**config.mk**
```make
export PLATFORM = sky130hd
export DESIGN_NAME = indoor_bike_data_parser_top_flat
export DESIGN_NICKNAME = d
export VERILOG_FILES = /design/src/rtl/ibd_pkg.sv /design/src/rtl/ibd_interfaces.sv /design/src/rtl/ibd_in_reg.sv /design/src/rtl/ibd_core.sv /design/src/rtl/indoor_bike_data_parser_top.sv /design/src/flat_wrapper.sv
export SDC_FILE = /design/constraint.sdc
export NUM_CORES = 1
export LEC_CHECK = 0
export BUFFER_PORTS_ARGS = -buffer_cell sky130_fd_sc_hd__buf_4
export CORE_UTILIZATION = 60
export DETAILED_ROUTE_END_ITERATION = 8
export PLACE_DENSITY = 0.81
export SYNTH_ARGS = -nofsm -noshare
export SYNTH_HDL_FRONTEND = slang
export SYNTH_HIERARCHICAL = 1
export SYNTH_SLANG_ARGS = --single-unit
```
**constraint.sdc**
```tcl
create_clock -name clk -period 14.1 [get_ports clk]
set_input_delay 2.115 -clock clk [delete_from_list [all_inputs] [get_ports clk]]
set_output_delay 2.115 -clock clk [all_outputs]
set_load 0.05 [all_outputs]
```
**src/rtl/ibd_pkg.sv**
```systemverilog
// ---------------------------------------------------------------------------
// ibd_pkg
// Types, flag masks and the field layout function of the indoor bike data
// parser.
// ---------------------------------------------------------------------------
`default_nettype none

package ibd_pkg;

  // Flag word bits that select the optional fields.
  localparam logic [15:0] FLAG_NO_SPEED  = 16'h0001;
  localparam logic [15:0] FLAG_AVG_SPEED = 16'h0002;
  localparam logic [15:0] FLAG_CADENCE   = 16'h0004;
  localparam logic [15:0] FLAG_AVG_CAD   = 16'h0008;
  localparam logic [15:0] FLAG_DISTANCE  = 16'h0010;
  localparam logic [15:0] FLAG_RESIST    = 16'h0020;
  localparam logic [15:0] FLAG_POWER     = 16'h0040;

  // Byte positions.
  localparam logic [4:0] POS_FLAG_LO = 5'd0;
  localparam logic [4:0] POS_FLAG_HI = 5'd1;
  localparam logic [4:0] POS_SPEED   = 5'd2;
  localparam logic [4:0] POS_MAX     = 5'd31;

  // One input byte held in the input register.
  typedef struct packed {
    logic       valid;
    logic [7:0] data_byte;
    logic       last_byte;
  } ibd_stage_t;

  // Where the captured fields sit for one flag word.
  typedef struct packed {
    logic       has_speed;
    logic       has_cad;
    logic       has_pow;
    logic [4:0] cad_at;
    logic [4:0] pow_at;
    logic [4:0] end_at;
  } layout_t;

  // One parse result.
  typedef struct packed {
    logic               packet_ok;
    logic               speed_present;
    logic        [15:0] speed_raw;
    logic               cadence_present;
    logic        [15:0] cadence_raw;
    logic               power_present;
    logic signed [15:0] power_watts;
  } ibd_result_t;

  // Walk the optional fields in order and note where each captured one starts.
  function automatic layout_t plan(input logic [15:0] f);
    layout_t    l;
    logic [4:0] at;
    at          = POS_SPEED;
    l.has_speed = ((f & FLAG_NO_SPEED) == 16'h0000);
    if (l.has_speed) at = at + 5'd2;
    if ((f & FLAG_AVG_SPEED) != 16'h0000) at = at + 5'd2;
    l.has_cad = ((f & FLAG_CADENCE) != 16'h0000);
    l.cad_at  = at;
    if (l.has_cad) at = at + 5'd2;
    if ((f & FLAG_AVG_CAD) != 16'h0000) at = at + 5'd2;
    if ((f & FLAG_DISTANCE) != 16'h0000) at = at + 5'd3;
    if ((f & FLAG_RESIST) != 16'h0000) at = at + 5'd2;
    l.has_pow = ((f & FLAG_POWER) != 16'h0000);
    l.pow_at  = at;
    if (l.has_pow) at = at + 5'd2;
    l.end_at = at;
    return l;
  endfunction

endpackage

`default_nettype wire

```
**src/rtl/ibd_interfaces.sv**
```systemverilog
// ---------------------------------------------------------------------------
// ibd_interfaces
// Valid/ready channels for packet bytes and for parse results.
// ---------------------------------------------------------------------------
`default_nettype none

interface ibd_byte_if;
  logic       valid;
  logic       ready;
  logic [7:0] data_byte;
  logic       last_byte;

  modport source (output valid, output data_byte, output last_byte, input ready);
  modport sink   (input valid, input data_byte, input last_byte, output ready);
endinterface

interface ibd_result_if;
  logic               valid;
  logic               ready;
  logic               packet_ok;
  logic               speed_present;
  logic        [15:0] speed_raw;
  logic               cadence_present;
  logic        [15:0] cadence_raw;
  logic               power_present;
  logic signed [15:0] power_watts;

  modport source (
    output valid, output packet_ok, output speed_present, output speed_raw,
    output cadence_present, output cadence_raw, output power_present,
    output power_watts, input ready
  );
  modport sink (
    input valid, input packet_ok, input speed_present, input speed_raw,
    input cadence_present, input cadence_raw, input power_present,
    input power_watts, output ready
  );
endinterface

`default_nettype wire

```
**src/rtl/ibd_in_reg.sv**
```systemverilog
// ---------------------------------------------------------------------------
// ibd_in_reg
// Input register: holds one packet byte until the parser core takes it.
// ---------------------------------------------------------------------------
`default_nettype none

module ibd_in_reg (
  input  wire               clk,
  input  wire               rst_n,
  ibd_byte_if.sink          in_ch,
  input  wire               take,
  output ibd_pkg::ibd_stage_t stage
);
  import ibd_pkg::*;

  logic       valid_r;
  logic       valid_nxt;
  logic [7:0] data_r;
  logic       last_r;

  // A new byte may enter when the register is empty or is being drained.
  assign in_ch.ready = !valid_r || take;

  always_comb begin
    valid_nxt = valid_r;
    if (in_ch.ready) begin
      valid_nxt = in_ch.valid;
    end
  end

  // Valid flag under reset; payload loads on every transfer.
  always_ff @(posedge clk) begin
    if (!rst_n) begin
      valid_r <= 1'b0;
    end else begin
      valid_r <= valid_nxt;
    end
  end

  always_ff @(posedge clk) begin
    if (in_ch.valid && in_ch.ready) begin
      data_r <= in_ch.data_byte;
      last_r <= in_ch.last_byte;
    end
  end

  assign stage.valid     = valid_r;
  assign stage.data_byte = data_r;
  assign stage.last_byte = last_r;

endmodule

`default_nettype wire

```
**src/rtl/ibd_core.sv**
```systemverilog
// ---------------------------------------------------------------------------
// ibd_core
// Parser state, field capture and the result register.
// ---------------------------------------------------------------------------
`default_nettype none

module ibd_core (
  input  wire                 clk,
  input  wire                 rst_n,
  input  ibd_pkg::ibd_stage_t stage,
  output logic                take,
  ibd_result_if.source        out_ch
);
  import ibd_pkg::*;

  logic [4:0]  pos_r, pos_nxt;
  logic [15:0] flag_r, flag_nxt;
  logic [15:0] speed_r, speed_nxt;
  logic [15:0] cad_r, cad_nxt;
  logic [15:0] pow_r, pow_nxt;
  logic        out_valid_r, out_valid_nxt;
  ibd_result_t result_r, result_nxt;

  layout_t     lay_cur;
  layout_t     lay_new;
  logic [5:0]  len;
  logic        slot_free;
  logic        load;

  // Place a byte into the low or high half of a 16-bit field.
  function automatic logic [15:0] take_byte(input logic [15:0] old, input logic [4:0] pos,
                                            input logic [4:0] at, input logic [7:0] b);
    logic [15:0] v;
    v = old;
    if (pos == at) v = {old[15:8], b};
    else if (pos == at + 5'd1) v = {b, old[7:0]};
    return v;
  endfunction

  // The byte is consumed unless it ends a packet and the result slot is busy.
  assign slot_free = !out_valid_r || out_ch.ready;
  assign take      = stage.valid && (!stage.last_byte || slot_free);
  assign load      = take && stage.last_byte;

  // Field capture for the byte at the current position.
  always_comb begin
    lay_cur   = plan(flag_r);
    flag_nxt  = flag_r;
    speed_nxt = speed_r;
    cad_nxt   = cad_r;
    pow_nxt   = pow_r;
    if (pos_r == POS_FLAG_LO) begin
      flag_nxt = {flag_r[15:8], stage.data_byte};
    end else if (pos_r == POS_FLAG_HI) begin
      flag_nxt = {stage.data_byte, flag_r[7:0]};
    end else begin
      if (lay_cur.has_speed) speed_nxt = take_byte(speed_r, pos_r, POS_SPEED, stage.data_byte);
      if (lay_cur.has_cad)   cad_nxt   = take_byte(cad_r, pos_r, lay_cur.cad_at, stage.data_byte);
      if (lay_cur.has_pow)   pow_nxt   = take_byte(pow_r, pos_r, lay_cur.pow_at, stage.data_byte);
    end
    pos_nxt = (pos_r == POS_MAX) ? pos_r : pos_r + 5'd1;
  end

  // Result for a packet that ends with this byte.
  always_comb begin
    lay_new    = plan(flag_nxt);
    len        = {1'b0, pos_r} + 6'd1;
    result_nxt = '0;
    if (len >= 6'd2) begin
      result_nxt.packet_ok       = ({1'b0, lay_new.end_at} <= len);
      result_nxt.speed_present   = lay_new.has_speed && ({1'b0, POS_SPEED} + 6'd2 <= len);
      result_nxt.cadence_present = lay_new.has_cad && ({1'b0, lay_new.cad_at} + 6'd2 <= len);
      result_nxt.power_present   = lay_new.has_pow && ({1'b0, lay_new.pow_at} + 6'd2 <= len);
    end
    if (result_nxt.speed_present)   result_nxt.speed_raw   = speed_nxt;
    if (result_nxt.cadence_present) result_nxt.cadence_raw = cad_nxt;
    if (result_nxt.power_present)   result_nxt.power_watts = $signed(pow_nxt);
  end

  // Result register valid flag.
  always_comb begin
    out_valid_nxt = out_valid_r;
    if (load) begin
      out_valid_nxt = 1'b1;
    end else if (out_ch.ready) begin
      out_valid_nxt = 1'b0;
    end
  end

  // Parser state: advances on each consumed byte, clears after the last one.
  always_ff @(posedge clk) begin
    if (!rst_n) begin
      pos_r       <= '0;
      flag_r      <= '0;
      speed_r     <= '0;
      cad_r       <= '0;
      pow_r       <= '0;
      out_valid_r <= 1'b0;
    end else begin
      out_valid_r <= out_valid_nxt;
      if (take) begin
        if (stage.last_byte) begin
          pos_r   <= '0;
          flag_r  <= '0;
          speed_r <= '0;
          cad_r   <= '0;
          pow_r   <= '0;
        end else begin
          pos_r   <= pos_nxt;
          flag_r  <= flag_nxt;
          speed_r <= speed_nxt;
          cad_r   <= cad_nxt;
          pow_r   <= pow_nxt;
        end
      end
    end
  end

  // Result payload loads with each finished packet.
  always_ff @(posedge clk) begin
    if (load) begin
      result_r <= result_nxt;
    end
  end

  assign out_ch.valid           = out_valid_r;
  assign out_ch.packet_ok       = result_r.packet_ok;
  assign out_ch.speed_present   = result_r.speed_present;
  assign out_ch.speed_raw       = result_r.speed_raw;
  assign out_ch.cadence_present = result_r.cadence_present;
  assign out_ch.cadence_raw     = result_r.cadence_raw;
  assign out_ch.power_present   = result_r.power_present;
  assign out_ch.power_watts     = result_r.power_watts;

endmodule

`default_nettype wire

```
**src/rtl/indoor_bike_data_parser_top.sv**
```systemverilog
// ---------------------------------------------------------------------------
// indoor_bike_data_parser_top
// Parses indoor bike data packets, one byte per transfer.
// ---------------------------------------------------------------------------
// Usage:
//   in_ch carries one packet byte per transfer; last_byte marks the final byte.
//   out_ch carries one result per packet, raised after the final byte only:
//   packet_ok, and speed, cadence and power with a present mark each. A field
//   that was not fully received reads as zero.
//   Throughput is one byte per cycle while no final byte waits for the result
//   slot; the only per-byte work is a position compare against the field
//   layout of the flag word and a byte capture. Each byte is registered in
//   the input register, and the result of a packet is registered in the
//   result register once the final byte is taken from the input register.
//   Reset (rst_n low, synchronous) empties both registers and returns the
//   parser to the start of a packet.
//   When the receiver stalls, the result register holds its result; ordinary
//   bytes keep flowing, and a further final byte waits in the input register
//   until the result slot frees up, which then backs up in_ch.ready.
// ---------------------------------------------------------------------------
`default_nettype none

module indoor_bike_data_parser_top (
  input  wire          clk,
  input  wire          rst_n,
  ibd_byte_if.sink     in_ch,
  ibd_result_if.source out_ch
);
  import ibd_pkg::*;

  ibd_stage_t stage;
  logic       take;

  ibd_in_reg u_in_reg (
    .clk   (clk),
    .rst_n (rst_n),
    .in_ch (in_ch),
    .take  (take),
    .stage (stage)
  );

  ibd_core u_core (
    .clk    (clk),
    .rst_n  (rst_n),
    .stage  (stage),
    .take   (take),
    .out_ch (out_ch)
  );

endmodule

`default_nettype wire

```
**src/flat_wrapper.sv**
```systemverilog
// flat-port wrapper written by rule: the top's interface ports become plain ports
module indoor_bike_data_parser_top_flat import ibd_pkg::*;
  (clk, rst_n, in_ch_valid, in_ch_data_byte, in_ch_last_byte, in_ch_ready, out_ch_valid, out_ch_packet_ok, out_ch_speed_present, out_ch_speed_raw, out_ch_cadence_present, out_ch_cadence_raw, out_ch_power_present, out_ch_power_watts, out_ch_ready);
  ibd_byte_if in_ch_i ();
  ibd_result_if out_ch_i ();
  input  wire clk;
  input  wire rst_n;
  input wire logic [$bits(in_ch_i.valid)-1:0] in_ch_valid;
  input wire logic [$bits(in_ch_i.data_byte)-1:0] in_ch_data_byte;
  input wire logic [$bits(in_ch_i.last_byte)-1:0] in_ch_last_byte;
  output wire logic [$bits(in_ch_i.ready)-1:0] in_ch_ready;
  output wire logic [$bits(out_ch_i.valid)-1:0] out_ch_valid;
  output wire logic [$bits(out_ch_i.packet_ok)-1:0] out_ch_packet_ok;
  output wire logic [$bits(out_ch_i.speed_present)-1:0] out_ch_speed_present;
  output wire logic [$bits(out_ch_i.speed_raw)-1:0] out_ch_speed_raw;
  output wire logic [$bits(out_ch_i.cadence_present)-1:0] out_ch_cadence_present;
  output wire logic [$bits(out_ch_i.cadence_raw)-1:0] out_ch_cadence_raw;
  output wire logic [$bits(out_ch_i.power_present)-1:0] out_ch_power_present;
  output wire logic [$bits(out_ch_i.power_watts)-1:0] out_ch_power_watts;
  input wire logic [$bits(out_ch_i.ready)-1:0] out_ch_ready;
  assign in_ch_i.valid = in_ch_valid;
  assign in_ch_i.data_byte = in_ch_data_byte;
  assign in_ch_i.last_byte = in_ch_last_byte;
  assign in_ch_ready = in_ch_i.ready;
  assign out_ch_valid = out_ch_i.valid;
  assign out_ch_packet_ok = out_ch_i.packet_ok;
  assign out_ch_speed_present = out_ch_i.speed_present;
  assign out_ch_speed_raw = out_ch_i.speed_raw;
  assign out_ch_cadence_present = out_ch_i.cadence_present;
  assign out_ch_cadence_raw = out_ch_i.cadence_raw;
  assign out_ch_power_present = out_ch_i.power_present;
  assign out_ch_power_watts = out_ch_i.power_watts;
  assign out_ch_i.ready = out_ch_ready;
  indoor_bike_data_parser_top u_core (.clk(clk), .rst_n(rst_n), .in_ch(in_ch_i), .out_ch(out_ch_i));
endmodule
```
==> impl_metrics.env, run 1 <==
export IMPL_synth_fp_nets=745
export IMPL_setup_tns_ps=0
export IMPL_drv_slew=0
export IMPL_routabilityCongestion=0.9456
export IMPL_synth_area_leaders="edfxtp_1, dfxtp_1, mux2i_1, ha_1, nor2_1"
export IMPL_cts_resized=0
export IMPL_grt_pass1_vias=5494
export IMPL_total_power_w=0.001025
export IMPL_cap_viol_max_count=0
export IMPL_crit_type="in2out"
export IMPL_synth_most_common_cell="nor2_1"
export IMPL_async_reset_ff_share_pct=0
export IMPL_start_util_pct=62.90
export IMPL_total_leakage_power_nw=2.978
export IMPL_grt_start_max_net_pins=58
export IMPL_die_h_um=109.5
export IMPL_min_period_over_period_pct=46.18
export IMPL_antenna_found_initial=0
export IMPL_synth_seq_area_share_pct=44.29
export IMPL_dp_worst_setup_slack_ps=7654
export IMPL_relSlewSlack_pct=30.60
export IMPL_r2r_end="u_core/u_core/out_ch.power_watts[14]"
export IMPL_reg2reg_depth=25
export IMPL_status="complete, no violations"
export IMPL_nets=780
export IMPL_ys_seq_elements=123
export IMPL_max_clock_path_buffers=2
export IMPL_synth_edf_count=61
export IMPL_crit_family="simple AND/OR/NAND/NOR gates"
export IMPL_cts_sinks=123
export IMPL_cp_end_kind="primary output"
export IMPL_worst_setup_path_start_kind="input pin"
export IMPL_viasPerCell=6.422
export IMPL_path_clk_slew_ps=50
export IMPL_syn2layout_area_growth_pct=14.90
export IMPL_hpwl_um=11550
export IMPL_overflow=0
export IMPL_dr_pass1_iters=6
export IMPL_syn_area_sq_um=6938
export IMPL_post_cts_buffers=0
export IMPL_hold_class="reg2reg"
export IMPL_cts_hold_buf=0
export IMPL_setup_viol=0
export IMPL_layout_setup_ws_ps=7589
export IMPL_core_region_area_sq_um=11030
export IMPL_hold_start="u_core/u_core/pow_r[2]"
export IMPL_holdPathEnd="u_core/u_core/pow_r[2]"
export IMPL_cts_root_buf="clkbuf_16"
export IMPL_rows=38
export IMPL_n_antenna_cell=0
export IMPL_fmax_mhz=153.6
export IMPL_grtUsageTotal_pct=31.05
export IMPL_cts_buffers=17
export IMPL_cp_cell_sequence="buf_4, nor2b_1, nand2_1, nand2_1, inv_1, nand2b_4, buf_4"
export IMPL_hold_viol_final=0
export IMPL_wirelength_um=17630
export IMPL_synth_flop_cell="dfxtp_1"
export IMPL_cp_slowest_stage_delay_ps=710
export IMPL_drive_gt1_share_pct=16.62
export IMPL_die_w_um=109.5
export IMPL_rsz0062_at_grt="false"
export IMPL_p_per_area_nw_per_um2=128.6
export IMPL_r2r_start="u_core/u_core/pos_r[0]"
export IMPL_yosysTopAreaCell="edfxtp_1"
export IMPL_portBuffers=66
export IMPL_cp_required_ps=11980
export IMPL_wl_per_cell_um=19.76
export IMPL_synth_top_area_share_pct=26.40
export IMPL_clk_latency_ps=410
export IMPL_worst_pin_slew_ps=1037
export IMPL_htreeDepth=4
export IMPL_drt_iter0_markers=523
export IMPL_vdd_drop_max_mv=0.1157
export IMPL_avgSynthCellArea_sq_um=9.855
export IMPL_grt_pass1_wl_um=27840
export IMPL_crit_arrival_ps=4400
export IMPL_syn_inst=704
export IMPL_yosysWarnings=6
export IMPL_min_period_ps=6511
export IMPL_cts_tree="done"
export IMPL_critPathBufInv=3
export IMPL_routed_via_count=5728
export IMPL_critPathSlowestCell="nand2_1"
export IMPL_ant_nets=0
export IMPL_worstPathMaxFanout=31
export IMPL_rrSetupSlack_ps=7860
export IMPL_ys_types=68
export IMPL_die_area_sq_um=12000
export IMPL_io_pins=67
export IMPL_skew_ps=13.40
export IMPL_drc_errors=0
export IMPL_synth_common_cells="nor2_1, dfxtp_1, edfxtp_1, mux2i_1, clkbuf_1"
export IMPL_whs_path_depth=2
[where the power goes]
part / leakage [nW] / switching (W) / internal (W)
Clock: 0.282 / 0.000150 / 0.000268
Combinational: 1.61 / 0.000129 / 0.0000818
Sequential: 1.09 / 0.0000131 / 0.000383
Total: 2.98 / 0.000292 / 0.000733
[routing by layer]
| layer | wire, um | share of wire [%] | up-vias | GRT usage, % |
|---|---|---|---|---|
| met4 | 545 | 3.1 | 0 | 15.90 |
| li1 | - | - | 2634 | - |
| met1 | 7114 | 40 | 2720 | 39.82 |
| met3 | 1586 | 9.0 | 46 | 7.528 |
| met2 | 8378 | 48 | 328 | 48.83 |
| met5 | 0 | 0 | - | 0 |
[final cells by class]
class,count,area (sq um)
tap,140,175.2
clock buffer,24,471.7
clock inverter,8,91.34
inverter,25,93.84
fill,791,3059
multi-input combinational,503,3548
timing repair buffer,69,518.0
sequential,123,3073
[per-stage QoR]
stage | cell area (sq um) | hold WS [ps] | instances | util [%]
floorplan | 6938 | 453.5 | 704 | -
global placement | 7408 | 461.8 | 860 | 67.16
detailed placement | 7408 | 474.3 | 860 | 67.16
CTS | 7971 | 478.8 | 892 | 72.27
global route | 7971 | 509.7 | 892 | 72.27
finish | 7971 | 479.4 | 892 | 72.27
[state kept, by name, summed over array words and instances (netlist names), 5 cells and up]
name,cells
u_core/u_in_reg/data_r,8
u_core/u_core/out_ch.cadence_raw,16
u_core/u_core/out_ch.speed_raw,16
u_core/u_core/cad_r,16
u_core/u_core/flag_r,7
u_core/u_core/pow_r,16
u_core/u_core/out_ch.power_watts,16
u_core/u_core/pos_r,5
u_core/u_core/speed_r,16
[placed cells by master (no fill, tap or decap), types with 3 or more instances in the layout]
cell type and count:
a211oi_1 9, a21bo_2 3, a21boi_0 3, a21o_1 6, a21oi_1 26, a22oi_1 36, a31oi_1 9, a32oi_1 5
and3_1 10, buf_4 69, clkbuf_1 5, clkbuf_16 17, clkinv_2 5, dfxtp_1 62, edfxtp_1 61, ha_1 27
inv_1 25, mux2_2 3, mux2i_1 45, nand2_1 29, nand2b_1 5, nand3_1 33, nand3b_1 5, nand4_1 6
nor2_1 87, nor2b_1 16, nor3_1 21, nor3b_1 3, nor4_2 4, o21a_1 6, o21ai_0 23, o21ai_1 6
o31a_1 4, or2_2 4, or3_1 3, xnor2_1 17, xnor2_2 3, xnor3_1 4, xor2_1 9
[worst reg2reg max path: cells and delay by family, from the launching register on]
family,cells,cell delay (ps)
multiplexers,1,290
flip-flops,1,460
adder cells (fa/ha/maj),6,1850
buffers and inverters,3,510
AND/OR/NAND/NOR,5,1330
AO/OA/AOI/OAI,10,1610
[how the worst max path moves through the flow]
stage	start	cells after the start	endpoint
final	out_ch_ready	7	in_ch_ready
after global routing	out_ch_ready	7	in_ch_ready
after CTS	out_ch_ready	7	in_ch_ready
after detailed placement	out_ch_ready	7	in_ch_ready
after global placement	out_ch_ready	7	in_ch_ready
after floorplan	u_core/u_core/pos_r[0]	27	u_core/u_core/out_ch.power_watts[0]
[kinds of logic (layout without fill, tap and decap cells)]
group	count (synthesis)	count (layout)	synth area share, %
simple gates	240	240	17.73
compound gates	153	153	15.65
flops	123	123	44.29
xor+xnor	34	34	5.519
mux	48	48	6.979
fa+ha+maj	28	28	5.158
buf+inv	78	126	4.671
(Power assumes the default switching activity.)
==> run 2: changes to the inputs <==
==> constraint.sdc (replaced) <==
create_clock -name clk -period 6.15 [get_ports clk]
set_input_delay 0.9225 -clock clk [delete_from_list [all_inputs] [get_ports clk]]
set_output_delay 0.9225 -clock clk [all_outputs]
set_load 0.05 [all_outputs]
==> impl_metrics.env, run 2 (same netlist as run 1, synthesis figures left out) <==
export IMPL_status="complete, no violations"
export IMPL_multi_input_area_sq_um=3552
export IMPL_overflow=0
export IMPL_cp_required_ps=6390
export IMPL_hold_viol_final=0
export IMPL_wl_per_cell_um=20.23
export IMPL_vdd_drop_max_mv=0.3778
export IMPL_hold_start="u_core/u_core/pow_r[4]"
export IMPL_cts_tree="done"
export IMPL_path_common_cell="ha_1"
export IMPL_cap_viol_max_count=0
export IMPL_cts_sinks=123
export IMPL_hold_class="reg2reg"
export IMPL_drc_errors=0
export IMPL_rrSetupSlack_ps=410
export IMPL_min_period_ps=5737
export IMPL_setup_viol=0
export IMPL_die_area_sq_um=12000
export IMPL_fmax_mhz=174.3
export IMPL_drt_iter0_markers=705
export IMPL_layout_commonest_cell="nor2_1"
export IMPL_grtUsageTotal_pct=31.50
export IMPL_critPathLaunch="u_core/u_core/pos_r[0]"
export IMPL_post_cts_buffers=0
export IMPL_total_power_w=0.002487
export IMPL_io_pins=67
export IMPL_max_clock_path_buffers=2
export IMPL_drv_slew=0
export IMPL_dr_pass1_iters=7
export IMPL_top_layer_used="met4"
export IMPL_min_period_over_period_pct=93.29
export IMPL_wirelength_um=18140
export IMPL_ant_nets=0
export IMPL_critPathSlowestCell="or4b_4"
export IMPL_cts_buffers=17
export IMPL_cp_end_kind="register"
export IMPL_htreeDepth=4
export IMPL_worstPathMaxFanout=17
export IMPL_wl_met3_um=1714
export IMPL_crit_arrival_ps=5970
export IMPL_regArea_sq_um=3073
export IMPL_core_region_area_sq_um=11030
export IMPL_antenna_found_initial=0
export IMPL_crit_type="reg2reg"
export IMPL_die_w_um=109.5
export IMPL_viasPerCell=6.528
export IMPL_start_util_pct=62.90
export IMPL_relSlewSlack_pct=27.48
export IMPL_r2r_start="u_core/u_core/pos_r[0]"
export IMPL_drive_gt1_share_pct=17.83
export IMPL_fin_area_sq_um=8102
export IMPL_final_cell_mix="nor2_1, buf_4, dfxtp_1"
export IMPL_total_leakage_power_nw=3.032
export IMPL_n_antenna_cell=0
export IMPL_clk_latency_ps=410
export IMPL_cts_hold_buf=0
export IMPL_cts_root_buf="clkbuf_16"
export IMPL_final_core_util_pct=73.45
export IMPL_routabilityCongestion=0.9669
export IMPL_rows=38
export IMPL_nets=785
export IMPL_skew_ps=12.34
export IMPL_hpwl_um=11860
export IMPL_worst_pin_slew_ps=1084
export IMPL_fillers=756
export IMPL_die_h_um=109.5
export IMPL_wl_met1_um=7124
export IMPL_portBuffers=66
export IMPL_hold_slack_ps=475.1
export IMPL_grt_pass1_wl_um=28190
export IMPL_worst_setup_path_start_kind="register"
export IMPL_cts_resized=0
export IMPL_grt_start_max_net_pins=58
export IMPL_placed_area_sq_um=7446
export IMPL_syn2layout_area_growth_pct=16.77
export IMPL_p_per_area_nw_per_um2=307.0
export IMPL_grt_pass1_vias=5587
export IMPL_setup_tns_ps=0
export IMPL_route_met2_wl_um=8545
export IMPL_path_clk_slew_ps=60
export IMPL_cp_slowest_stage_delay_ps=560
export IMPL_routed_via_count=5856
export IMPL_rsz0062_at_grt="false"
## run 2: cell count changes in the layout (fill, tap and decap cells not counted), moves of 2 or more
| cell | change |
|---|---|
| clkinv_4 | +3 |
| inv_6 | +2 |
| clkinvlp_4 | +2 |
| buf_4 | +5 |
| clkbuf_1 | -4 |
| bufinv_16 | +2 |
| clkinv_2 | -4 |
## run 2: final cells by class
class                           instances  share of cell area [%]
Clock buffer                           20                   5.776
Clock inverter                         12                   2.270
Inverter                               25                   1.158
Tap cell                              140                   2.162
Timing Repair Buffer                   74                   6.857
Sequential cell                       123                   37.93
Multi-Input combinational cell        503                   43.85
## run 2: worst max-delay path: cells and delay by family, from the launching register on
family	cells	cell delay [ps]
multiplexers	1	290
AO/OA/AOI/OAI	10	1550
AND/OR/NAND/NOR	5	1100
adder cells (fa/ha/maj)	6	1750
flip-flops	1	440
buffers and inverters	3	470
## run 2: per-stage QoR
stage,instances,setup slack (ps)
after CTS,897,323.5
after global routing,897,77.02
final,897,412.9
after floorplan,704,602.4
after detailed placement,865,341.5
after global placement,865,643.5
## run 2: per-layer routing
layer / vias up / GRT usage, %
li1: 2645 / -
met1: 2757 / 38.83
met2: 376 / 51.12
met3: 78 / 8.417
met4: 0 / 15.43
met5: - / 0
## run 2: path summary, 6_finish.rpt
kind,endpoint,cells after the start
hold reg to reg,u_core/u_core/pow_r[4],2
hold / removal,u_core/u_core/pow_r[4],2
setup reg to reg,u_core/u_core/out_ch.power_watts[13],25
setup / recovery,u_core/u_core/out_ch.power_watts[13],25
## run 2: power by group
group,internal (W),total (W),switching [W]
sequential,0.000877,0.000908,0.0000303
clock,0.000717,0.00109,0.000372
combinational,0.000189,0.000491,0.000301
==> run 3: changes to the inputs <==
--- a/config.mk
+++ b/config.mk
@@ -6,9 +6,11 @@
 export NUM_CORES = 1
 export LEC_CHECK = 0
 export BUFFER_PORTS_ARGS = -buffer_cell sky130_fd_sc_hd__buf_4
-export CORE_UTILIZATION = 60
+export CELL_PAD_IN_SITES_DETAIL_PLACEMENT = 0
+export CELL_PAD_IN_SITES_GLOBAL_PLACEMENT = 1
+export CORE_UTILIZATION = 47
 export DETAILED_ROUTE_END_ITERATION = 8
-export PLACE_DENSITY = 0.81
+export PLACE_DENSITY_LB_ADDON = 0.1
 export SYNTH_ARGS = -nofsm -noshare
 export SYNTH_HDL_FRONTEND = slang
 export SYNTH_HIERARCHICAL = 1
==> impl_metrics.env, run 3 (same netlist as run 1, synthesis figures left out) <==
export IMPL_status="complete, no violations"
export IMPL_syn2layout_area_growth_pct=16.52
export IMPL_fillers=1269
export IMPL_vdd_drop_max_mv=0.2273
export IMPL_total_leakage_power_nw=3.005
export IMPL_hold_class="reg2reg"
export IMPL_drv_slew=0
export IMPL_die_w_um=123.5
export IMPL_drive_gt1_share_pct=17.48
export IMPL_grt_start_max_net_pins=38
export IMPL_cp_end_kind="register"
export IMPL_final_cell_mix="nor2_1, buf_4, dfxtp_1"
export IMPL_crit_type="reg2reg"
export IMPL_hold_viol_final=0
export IMPL_grt_pass1_wl_um=28500
export IMPL_worstPathMaxFanout=17
export IMPL_p_per_area_nw_per_um2=288.8
export IMPL_core_region_area_sq_um=14480
export IMPL_worst_pin_slew_ps=1086
export IMPL_layout_setup_ws_ps=350.5
export IMPL_htreeDepth=4
export IMPL_max_clock_path_buffers=2
export IMPL_routed_via_count=5597
export IMPL_cts_hold_buf=0
export IMPL_portBuffers=66
export IMPL_fmax_mhz=172.4
export IMPL_cts_resized=0
export IMPL_skew_ps=7.944
export IMPL_cp_required_ps=6370
export IMPL_dp_cells=914
export IMPL_min_period_over_period_pct=94.30
export IMPL_rows=44
export IMPL_dp_worst_setup_slack_ps=338.6
export IMPL_antenna_found_initial=0
export IMPL_cap_viol_max_count=0
export IMPL_wirelength_um=18520
export IMPL_relSlewSlack_pct=27.09
export IMPL_io_pins=67
export IMPL_start_util_pct=47.92
export IMPL_setup_tns_ps=0
export IMPL_grt_pass1_vias=5171
export IMPL_die_area_sq_um=15250
export IMPL_setup_viol=0
export IMPL_path_clk_slew_ps=50
export IMPL_n_antenna_cell=0
export IMPL_fin_area_sq_um=8084
export IMPL_cts_sinks=123
export IMPL_post_cts_buffers=0
export IMPL_nets=790
export IMPL_wl_per_cell_um=19.60
export IMPL_total_power_w=0.002334
export IMPL_viasPerCell=5.923
export IMPL_ant_nets=0
export IMPL_grtUsageTotal_pct=25.49
export IMPL_worst_setup_path_start_kind="register"
export IMPL_die_h_um=123.5
export IMPL_rsz0062_at_grt="false"
export IMPL_drc_errors=0
export IMPL_drt_iter0_markers=453
export IMPL_overflow=0
export IMPL_clk_latency_ps=420
export IMPL_cts_tree="done"
export IMPL_min_period_ps=5800
export IMPL_placed_area_sq_um=7538
export IMPL_routabilityCongestion=0.8736
export IMPL_final_cells=945
export IMPL_layout_commonest_cell="nor2_1"
export IMPL_hpwl_um=12840
export IMPL_cts_buffers=17
export IMPL_dr_pass1_iters=6
export IMPL_crit_arrival_ps=6020
export IMPL_cts_root_buf="clkbuf_16"
## run 3: cell type report
class	count	area (sq um)	area share, %
clock inverter	10	101.3	1.254
clock buffer	21	440.4	5.448
timing repair buffer	79	593.1	7.336
sequential	123	3073	38.01
tap	184	230.2	2.848
multi-input combinational	503	3552	43.94
inverter	25	93.84	1.161
## run 3: power by group
group | internal (W) | switching (W) | leakage, nW | total, W
sequential | 0.000878 | 0.0000262 | 1.09 | 0.000904
clock | 0.000586 | 0.000338 | 0.261 | 0.000924
combinational | 0.000194 | 0.000312 | 1.66 | 0.000507
## run 3: final timing paths
check / start / end / slack, ps / cells past startpoint
worst min-delay path: u_core/u_core/pow_r[4] / u_core/u_core/pow_r[4] / 480 / 2
worst min register to register: u_core/u_core/pow_r[4] / u_core/u_core/pow_r[4] / 480 / 2
worst max-delay path: u_core/u_core/pos_r[0] / u_core/u_core/out_ch.power_watts[13] / 350 / 25
worst max register to register: u_core/u_core/pos_r[0] / u_core/u_core/out_ch.power_watts[13] / 350 / 25
## run 3: metrics by stage
step / util, % / hold slack (ps)
after floorplan: - / 453.5
after global placement: 52.07 / 463.1
after detailed placement: 52.07 / 472.2
after CTS: 55.81 / 479.4
after global routing: 55.83 / 509.2
final: 55.83 / 480.8
## run 3: critical path: stages (launching register included)
cell and delay [ps]:
dfxtp_1 430, inv_2 160, ha_1 260, or4b_4 560, nor2_1 150, o21ai_0 140
nand2_1 110, ha_1 240, and3_1 180, a31oi_1 140, o221ai_1 210, ha_1 370
mux2_2 290, ha_1 270, nand2_1 80, inv_1 50, a21o_1 170, ha_1 300
ha_1 320, o21a_1 110, o21a_1 160, o21a_1 160, o21ai_0 140, a32oi_1 80
buf_4 220, a211oi_1 300
## run 3: metal layers
metal  vias up  GRT usage [%]  share of wire, %
met5         -              0                 0
met4         0          8.810               1.8
met3        20          5.443               6.6
met2       226          40.43                47
met1      2685          34.31                45
li1       2666              -                 -
